==> src/hdl/msc_pkg.sv <==
// ----------------------------------------------------------------------------
// msc_pkg: shared types and constants of the mouse delta scaler
// Field widths, register indexes, configuration and command/status bundles.
// ----------------------------------------------------------------------------
`default_nettype none

package msc_pkg;

	// Field widths
	localparam int MAG_W   = 16;   // magnitude of a 16 bit signed delta
	localparam int SCALE_W = 10;
	localparam int SENS_W  = 16;
	localparam int GAIN_W  = 18;
	localparam int THR_W   = 16;
	localparam int BTN_W   = 8;
	localparam int OUT_W   = 32;
	localparam int LO_W    = 17;

	// Intermediate widths of the magnitude path
	localparam int P1_W       = MAG_W + SCALE_W;      // delta * game scale
	localparam int P2_W       = P1_W + SENS_W;        // * sensitivity
	localparam int Q_W        = 27;                   // quotient by the unity constant
	localparam int P3_W       = Q_W + GAIN_W;         // * axis gain
	localparam int GAIN_SHIFT = 16;                   // / 65536
	localparam int SUM_W      = 32;                   // signed axis values
	localparam int SAT_IN_W   = SUM_W + 1;

	// Divider widths
	localparam int DIV_NUM_W = P2_W;
	localparam int DIV_DEN_W = 16;

	// Sensitivity unity divisor
	localparam logic [DIV_DEN_W-1:0] SENS_UNITY = 16'd32792;

	// Configuration port
	localparam int ADDR_W = 5;
	localparam int DATA_W = 32;

	typedef enum logic [2:0] {
		REG_SCALE_X     = 3'd0,
		REG_SCALE_Y     = 3'd1,
		REG_SENSITIVITY = 3'd2,
		REG_GAIN_X      = 3'd3,
		REG_GAIN_Y      = 3'd4,
		REG_Y_THRESHOLD = 3'd5,
		REG_INVERT_Y    = 3'd6
	} reg_idx_t;

	typedef struct packed {
		logic [SCALE_W-1:0] scale_x;
		logic [SCALE_W-1:0] scale_y;
		logic [SENS_W-1:0]  sensitivity;
		logic [GAIN_W-1:0]  gain_x;
		logic [GAIN_W-1:0]  gain_y;
		logic [THR_W-1:0]   y_threshold;
		logic               invert_y;
	} cfg_t;

	localparam cfg_t CFG_RESET = '{
		scale_x:     10'd32,
		scale_y:     10'd48,
		sensitivity: 16'd32792,
		gain_x:      18'd65536,
		gain_y:      18'd65536,
		y_threshold: 16'd1,
		invert_y:    1'b0
	};

	// Divider operand select
	typedef enum logic [1:0] {
		DIV_X   = 2'd0,
		DIV_Y   = 2'd1,
		DIV_MOD = 2'd2
	} div_sel_t;

	// Controller to datapath commands
	typedef struct packed {
		logic     capture;
		logic     mul1;
		logic     mul2;
		logic     div_start;
		div_sel_t div_sel;
		logic     take_qx;
		logic     take_qy;
		logic     mul3;
		logic     sum;
		logic     take_rem;
		logic     load_out;
	} ctrl_cmd_t;

	// Datapath to controller status
	typedef struct packed {
		logic div_busy;
		logic div_done;
		logic out_free;
	} dp_status_t;

	localparam logic signed [SAT_IN_W-1:0] SAT_MAX = 33'sh0_7FFF_FFFF;
	localparam logic signed [SAT_IN_W-1:0] SAT_MIN = 33'sh1_8000_0000;

	// Clamp a signed value to the 32 bit output range
	function automatic logic signed [OUT_W-1:0] sat32(input logic signed [SAT_IN_W-1:0] v);
		logic signed [OUT_W-1:0] r;
		if (v > SAT_MAX) begin
			r = SAT_MAX[OUT_W-1:0];
		end else if (v < SAT_MIN) begin
			r = SAT_MIN[OUT_W-1:0];
		end else begin
			r = v[OUT_W-1:0];
		end
		return r;
	endfunction

endpackage

`default_nettype wire

==> src/hdl/msc_ctrl.sv <==
// ----------------------------------------------------------------------------
// msc_ctrl: sequencer of the mouse delta scaler
// Steps one report through multiply, divide, remainder and output load.
// ----------------------------------------------------------------------------
`default_nettype none

module msc_ctrl (
	input  wire logic                  clk,
	input  wire logic                  arst_n,
	input  wire logic                  in_valid,
	input  wire msc_pkg::dp_status_t   status,
	output msc_pkg::ctrl_cmd_t         cmd,
	output logic                       in_stall
);

	typedef enum logic [11:0] {
		S_IDLE = 12'b0000_0000_0001,
		S_MUL1 = 12'b0000_0000_0010,
		S_MUL2 = 12'b0000_0000_0100,
		S_XGO  = 12'b0000_0000_1000,
		S_XRUN = 12'b0000_0001_0000,
		S_YGO  = 12'b0000_0010_0000,
		S_YRUN = 12'b0000_0100_0000,
		S_MUL3 = 12'b0000_1000_0000,
		S_SUM  = 12'b0001_0000_0000,
		S_MGO  = 12'b0010_0000_0000,
		S_MRUN = 12'b0100_0000_0000,
		S_DONE = 12'b1000_0000_0000
	} state_t;

	state_t state_q, state_d;

	// Next state and commands
	always_comb begin
		cmd     = '0;
		state_d = state_q;
		case (state_q)
			S_IDLE: begin
				if (in_valid) begin
					cmd.capture = 1'b1;
					state_d     = S_MUL1;
				end
			end
			S_MUL1: begin
				cmd.mul1 = 1'b1;
				state_d  = S_MUL2;
			end
			S_MUL2: begin
				cmd.mul2 = 1'b1;
				state_d  = S_XGO;
			end
			S_XGO: begin
				cmd.div_start = 1'b1;
				cmd.div_sel   = msc_pkg::DIV_X;
				state_d       = S_XRUN;
			end
			S_XRUN: begin
				if (status.div_done) begin
					cmd.take_qx = 1'b1;
					state_d     = S_YGO;
				end
			end
			S_YGO: begin
				cmd.div_start = 1'b1;
				cmd.div_sel   = msc_pkg::DIV_Y;
				state_d       = S_YRUN;
			end
			S_YRUN: begin
				if (status.div_done) begin
					cmd.take_qy = 1'b1;
					state_d     = S_MUL3;
				end
			end
			S_MUL3: begin
				cmd.mul3 = 1'b1;
				state_d  = S_SUM;
			end
			S_SUM: begin
				cmd.sum = 1'b1;
				state_d = S_MGO;
			end
			S_MGO: begin
				cmd.div_start = 1'b1;
				cmd.div_sel   = msc_pkg::DIV_MOD;
				state_d       = S_MRUN;
			end
			S_MRUN: begin
				if (status.div_done) begin
					cmd.take_rem = 1'b1;
					state_d      = S_DONE;
				end
			end
			S_DONE: begin
				// Wait for room in the output register
				if (status.out_free) begin
					cmd.load_out = 1'b1;
					state_d      = S_IDLE;
				end
			end
			default: begin
				state_d = S_IDLE;
			end
		endcase
	end

	always_ff @(posedge clk or negedge arst_n) begin
		if (!arst_n) begin
			state_q <= S_IDLE;
		end else begin
			state_q <= state_d;
		end
	end

	assign in_stall = (state_q != S_IDLE);

endmodule

`default_nettype wire

==> config.mk <==
export PLATFORM = sky130hd
export DESIGN_NAME = msc_ctrl
export DESIGN_NICKNAME = d
export VERILOG_FILES = /design/src/hdl/msc_pkg.sv /design/src/hdl/msc_ctrl.sv
export SDC_FILE = /design/constraint.sdc
export NUM_CORES = 1
export LEC_CHECK = 0
export BUFFER_PORTS_ARGS = -buffer_cell sky130_fd_sc_hd__buf_2
export CAP_MARGIN = 20
export CORE_UTILIZATION = 49
export CTS_BUF_LIST = sky130_fd_sc_hd__clkbuf_4
export CTS_CLUSTER_DIAMETER = 100
export DETAILED_ROUTE_END_ITERATION = 16
export PLACE_DENSITY = 0.77
export SLEW_MARGIN = 20
export SYNTH_ARGS = -nofsm -noshare
export SYNTH_HDL_FRONTEND = slang
export SYNTH_SLANG_ARGS = --single-unit
export TNS_END_PERCENT = 5
==> constraint.sdc <==
create_clock -name clk -period 2.2 [get_ports clk]
set_input_delay 0.55 -clock clk [delete_from_list [all_inputs] [get_ports clk]]
set_output_delay 0.55 -clock clk [all_outputs]
set_load 0.05 [all_outputs]
======== After elaboration in Yosys (flattened, before gate mapping) ========
Index checks and enable logic that the tools add are counted.
operators by class
  reduce and logical (&&, ||, !) cells .... 1
  mux-type cells .......................... 19
  equal/unequal tests ..................... 18
operators by type and width
  operator                                                 number
  case mux 12 bit (12 select lines)                        1
  two-way mux 12 bit                                       5
  == test 12 x 1 -> 1 bit (second input constant)          1
  == test 12 x 10 -> 1 bit (second input constant)         1
  == test 12 x 11 -> 1 bit (second input constant)         1
  == test 12 bit (second input constant)                   1
  == test 12 x 2 -> 1 bit (second input constant)          1
  == test 12 x 3 -> 1 bit (second input constant)          1
  == test 12 x 4 -> 1 bit (second input constant)          1
  == test 12 x 5 -> 1 bit (second input constant)          1
  == test 12 x 6 -> 1 bit (second input constant)          1
  == test 12 x 7 -> 1 bit (second input constant)          1
  == test 12 x 8 -> 1 bit (second input constant)          1
  == test 12 x 9 -> 1 bit (second input constant)          1
  two-way mux 1 bit                                        12
  inequality test 12 x 1 -> 1 bit (second input constant)  1
  inequality test 2 bit (second input constant)            5
  case mux 3 bit (3 select lines)                          1
  AND reduction 5 bit                                      1
storage, ports and cells
  input bits .............................. 6
  word-level logic and storage cells ...... 39
  bits in registers ....................... 12
  output and inout port bits .............. 13

======== Longest topological paths before layout ========
  depth after elaboration ................. 3
  gate-level depth with buffers ........... 7

======== Worst setup path after synthesis ========
Ideal clock, no wire load.
  kind .................................... register -> output
  from .................................... register state_q[11]
  to ...................................... output cmd[4] in the netlist's numbering
  setup slack ............................. -1.337 ns
  data arrival time ....................... 2.987 ns
  buffers on the path ..................... 2
  stages on the path, launching flop included .. 7
  required time ........................... 1.650 ns
  cell sequence ........................... dfrtp_1 buf_2 or4_1 buf_2 nor2_1 nand2_1 nor4b_1
RTL lines
  item                    line             RTL
  start, declared         msc_ctrl.sv:31   state_t state_q, state_d;
  start signal, assigned  msc_ctrl.sv:110  state_q <= state_d;
  end, declared           msc_ctrl.sv:12   output msc_pkg::ctrl_cmd_t cmd,

==> impl_metrics.toml <==
[critical_path]
slowest_stage = "or4_4"
crit_buf_inv = 1
startpoint = "state_q[5]$_DFFE_PN0P_"
slowest_delay_ns = 0.58
worstSetupPathType = "flip-flop to output pin"
crit_arrival_ns = 2.06
cp-start-kind = "flip-flop"
timing.rr.start = "state_q[0]$_DFFE_PN1P_"
crit_fanout = 4
critical_path.cell_chain = "or4_4 -> or2_4 -> nor4_4 -> a31o_4 -> buf_8"
crit_family = "simple AND/OR/NAND/NOR gates"
worstPathRequired_ns = 1.65
crit_path_end_kind = "output pin"

[sta]
period_share = 1.19
rsz0062_at_grt = "true"
slew_headroom = 0.731
finalMaxSlewViolations = 0
fin_ws_ns = -0.408
setup_viol = 13
finalCriticalPeriod_ns = 2.61
finClkSkew_ns = 0.0115
worstMarginPinSlew_ns = 0.401
timing.fmax_ghz = 0.383
hold_violations = 0

[grt]
grt_overflow_total = 0
grt_pass1_vias = 829
grt_max_degree = 13
antenna_found_initial = 0
track_usage = 0.298
grt_pass1_wl_mm = 3.95

[logic_synthesis]
yosys.cell_count.top_type = "nor2_1"
synth_top_cells_by_area = "dfrtp_1, nor2_1, nor4_4"
ys_top_cells_by_count = "nor2_1, dfrtp_1, nor3_1, nand2_1, nand2b_1"
async_flop_share = 1.00
ys_seq_area_frac = 0.366
synth_flop_cell = "dfrtp_1"
synthesis.nets = 97
synth_seq_cells = 12
ys_types = 35
ys_warn_count = 0
synthCells = 91
syn_area_um2 = 825
synth_top_area_share = 0.334
synth_top_cell_by_area = "dfrtp_1"
synth_edf_count = 0
avgSynthCellArea_um2 = 9.06

[cells_and_area]
final_area_mm2 = 0.00123
antennaDiodeCount = 0
drive_above_1_share = 0.480
final_cells = 141
multi_input_area_um2 = 554
largest_reg_flops = 12
regArea_um2 = 302
top_regs = "state_q (12)"
postLayoutCoreUtil = 0.798
fin_nets = 132
syn2layout_area_growth_pct = 49.2
top_register = "state_q"
fillCellCount = 100

[die]
ios = 19
die_area_mm2 = 0.00185
die_y_um = 43.0
coreArea_mm2 = 0.00154
initial_utilization = 0.535
die_w_um = 43.0
rows = 14

[drt]
drc_errors = 0
totalWireLength_mm = 2.24
drt_iter0_markers = 18
avgViaCountPerCell = 5.89
antenna_left = 0
wl_per_cell_um = 15.9
drtPass1Iterations = 4
vias = 831

[power_and_ir_drop]
p_total_mw = 1.22
p_per_area_mw_per_mm2 = 988
pwr-share-clk = 0.141
p_leak_nw = 0.569
swShare = 0.440
comb_power_share = 0.634
pwr-share-seq = 0.225
p_int_mw = 0.681
ir_drop_mv = 0.720
power.net_switching_mw = 0.534

[place]
dp_hpwl_mm = 1.60
io_buffers = 17
placed_cell_area_mm2 = 0.00109
globalplace.congestion = 0.801
dp.cells = 137

[hold_path]
holdCritPathClass = "primary input to asynchronous set/reset pin"

[status]
violations = "setup timing"
status = "complete, but fails checks"

[clock_tree]
cts.sinks = 12
clk-insertion-delay-late_ns = 0.30
clockRootBuffer = "clkbuf_4"
htreeDepth = 1
cts_buffers = 3
cts_setup_buffers = 0
cts_tree = "yes"
cts_buffer_depth = 2
path_clk_slew_ns = 0.09

[flow_run]
max_cap_violations = 0
[per-layer routing]
layer	up-vias	part of all wire	track usage
met2	33	0.49	0.476
met5	-	0	0
met4	0	0.020	0.127
met1	396	0.44	0.394
met3	5	0.047	0.0553
li1	397	-	-
[cell type report]
cell class	count	share of cell area
Clock buffer	4	0.0244
Inverter	2	0.00610
Multi-Input combinational cell	70	0.451
Timing Repair Buffer	37	0.257
Tap cell	16	0.0163
Sequential cell	12	0.245
[final timing paths]
path	depth (start not counted)	slack, ns	end
setup / recovery	5	-0.41	cmd[8]
hold / removal	1	0.12	state_q[2]$_DFFE_PN0P_
setup reg to reg	5	0.24	state_q[4]$_DFFE_PN0P_
hold reg to reg	2	0.61	state_q[5]$_DFFE_PN0P_
max in group asynchronous	1	1.78	state_q[0]$_DFFE_PN1P_
min in group clk	2	0.43	state_q[0]$_DFFE_PN1P_
[placed cells by master, fill, tap and decap left out, types with 2 or more instances in the layout]
| cell | netlist | routed |
|---|---|---|
| nor4_1 | 3 | 2 |
| nor2_4 | 0 | 2 |
| nand3b_1 | 3 | 3 |
| clkbuf_4 | 0 | 4 |
| nor4_4 | 2 | 3 |
| nor2_1 | 14 | 12 |
| nand2b_1 | 5 | 5 |
| o21ai_0 | 4 | 4 |
| nand2_1 | 5 | 4 |
| dfrtp_1 | 11 | 11 |
| nor3_1 | 7 | 6 |
| buf_8 | 0 | 2 |
| xor2_1 | 2 | 2 |
| inv_1 | 2 | 2 |
| a21oi_1 | 2 | 2 |
| and4b_1 | 2 | 2 |
| buf_6 | 2 | 9 |
| buf_4 | 0 | 22 |
| buf_2 | 3 | 4 |
| or2_4 | 1 | 2 |
| or4_4 | 1 | 3 |
[power groups by stage]
stage | Combinational [mW] | Clock [mW] | Sequential [mW]
3_5_place_dp | 0.679 | 0 | 0.277
5_1_grt | 0.833 | 0.178 | 0.278
2_1_floorplan | 0.478 | 0 | 0.286
3_3_place_gp | 0.660 | 0 | 0.274
4_1_cts | 0.742 | 0.169 | 0.273
6_report | 0.770 | 0.171 | 0.274
[metrics by stage]
step                TNS [ns]  hold slack, ns  worst slack [ns]
floorplan              -4.13           0.254            -0.548
CTS                    -3.77           0.128            -0.379
detailed placement     -1.27           0.447            -0.256
finish                 -3.79           0.125            -0.408
global placement      -0.883           0.442            -0.169
global route           -4.55           0.143            -0.462
[timing repair]
item,4_1_cts,5_1_grt
hold buffers,0,0
pin swaps,4,3
resized for setup,30,4
endpoints found under the setup margin,13,13
[logic make-up after synthesis]
logic type,synth area share
compound gates,0.120
buf+inv,0.0637
flops,0.366
simple gates,0.419
xor+xnor,0.0319
Power figures use the tool's default switching activity.
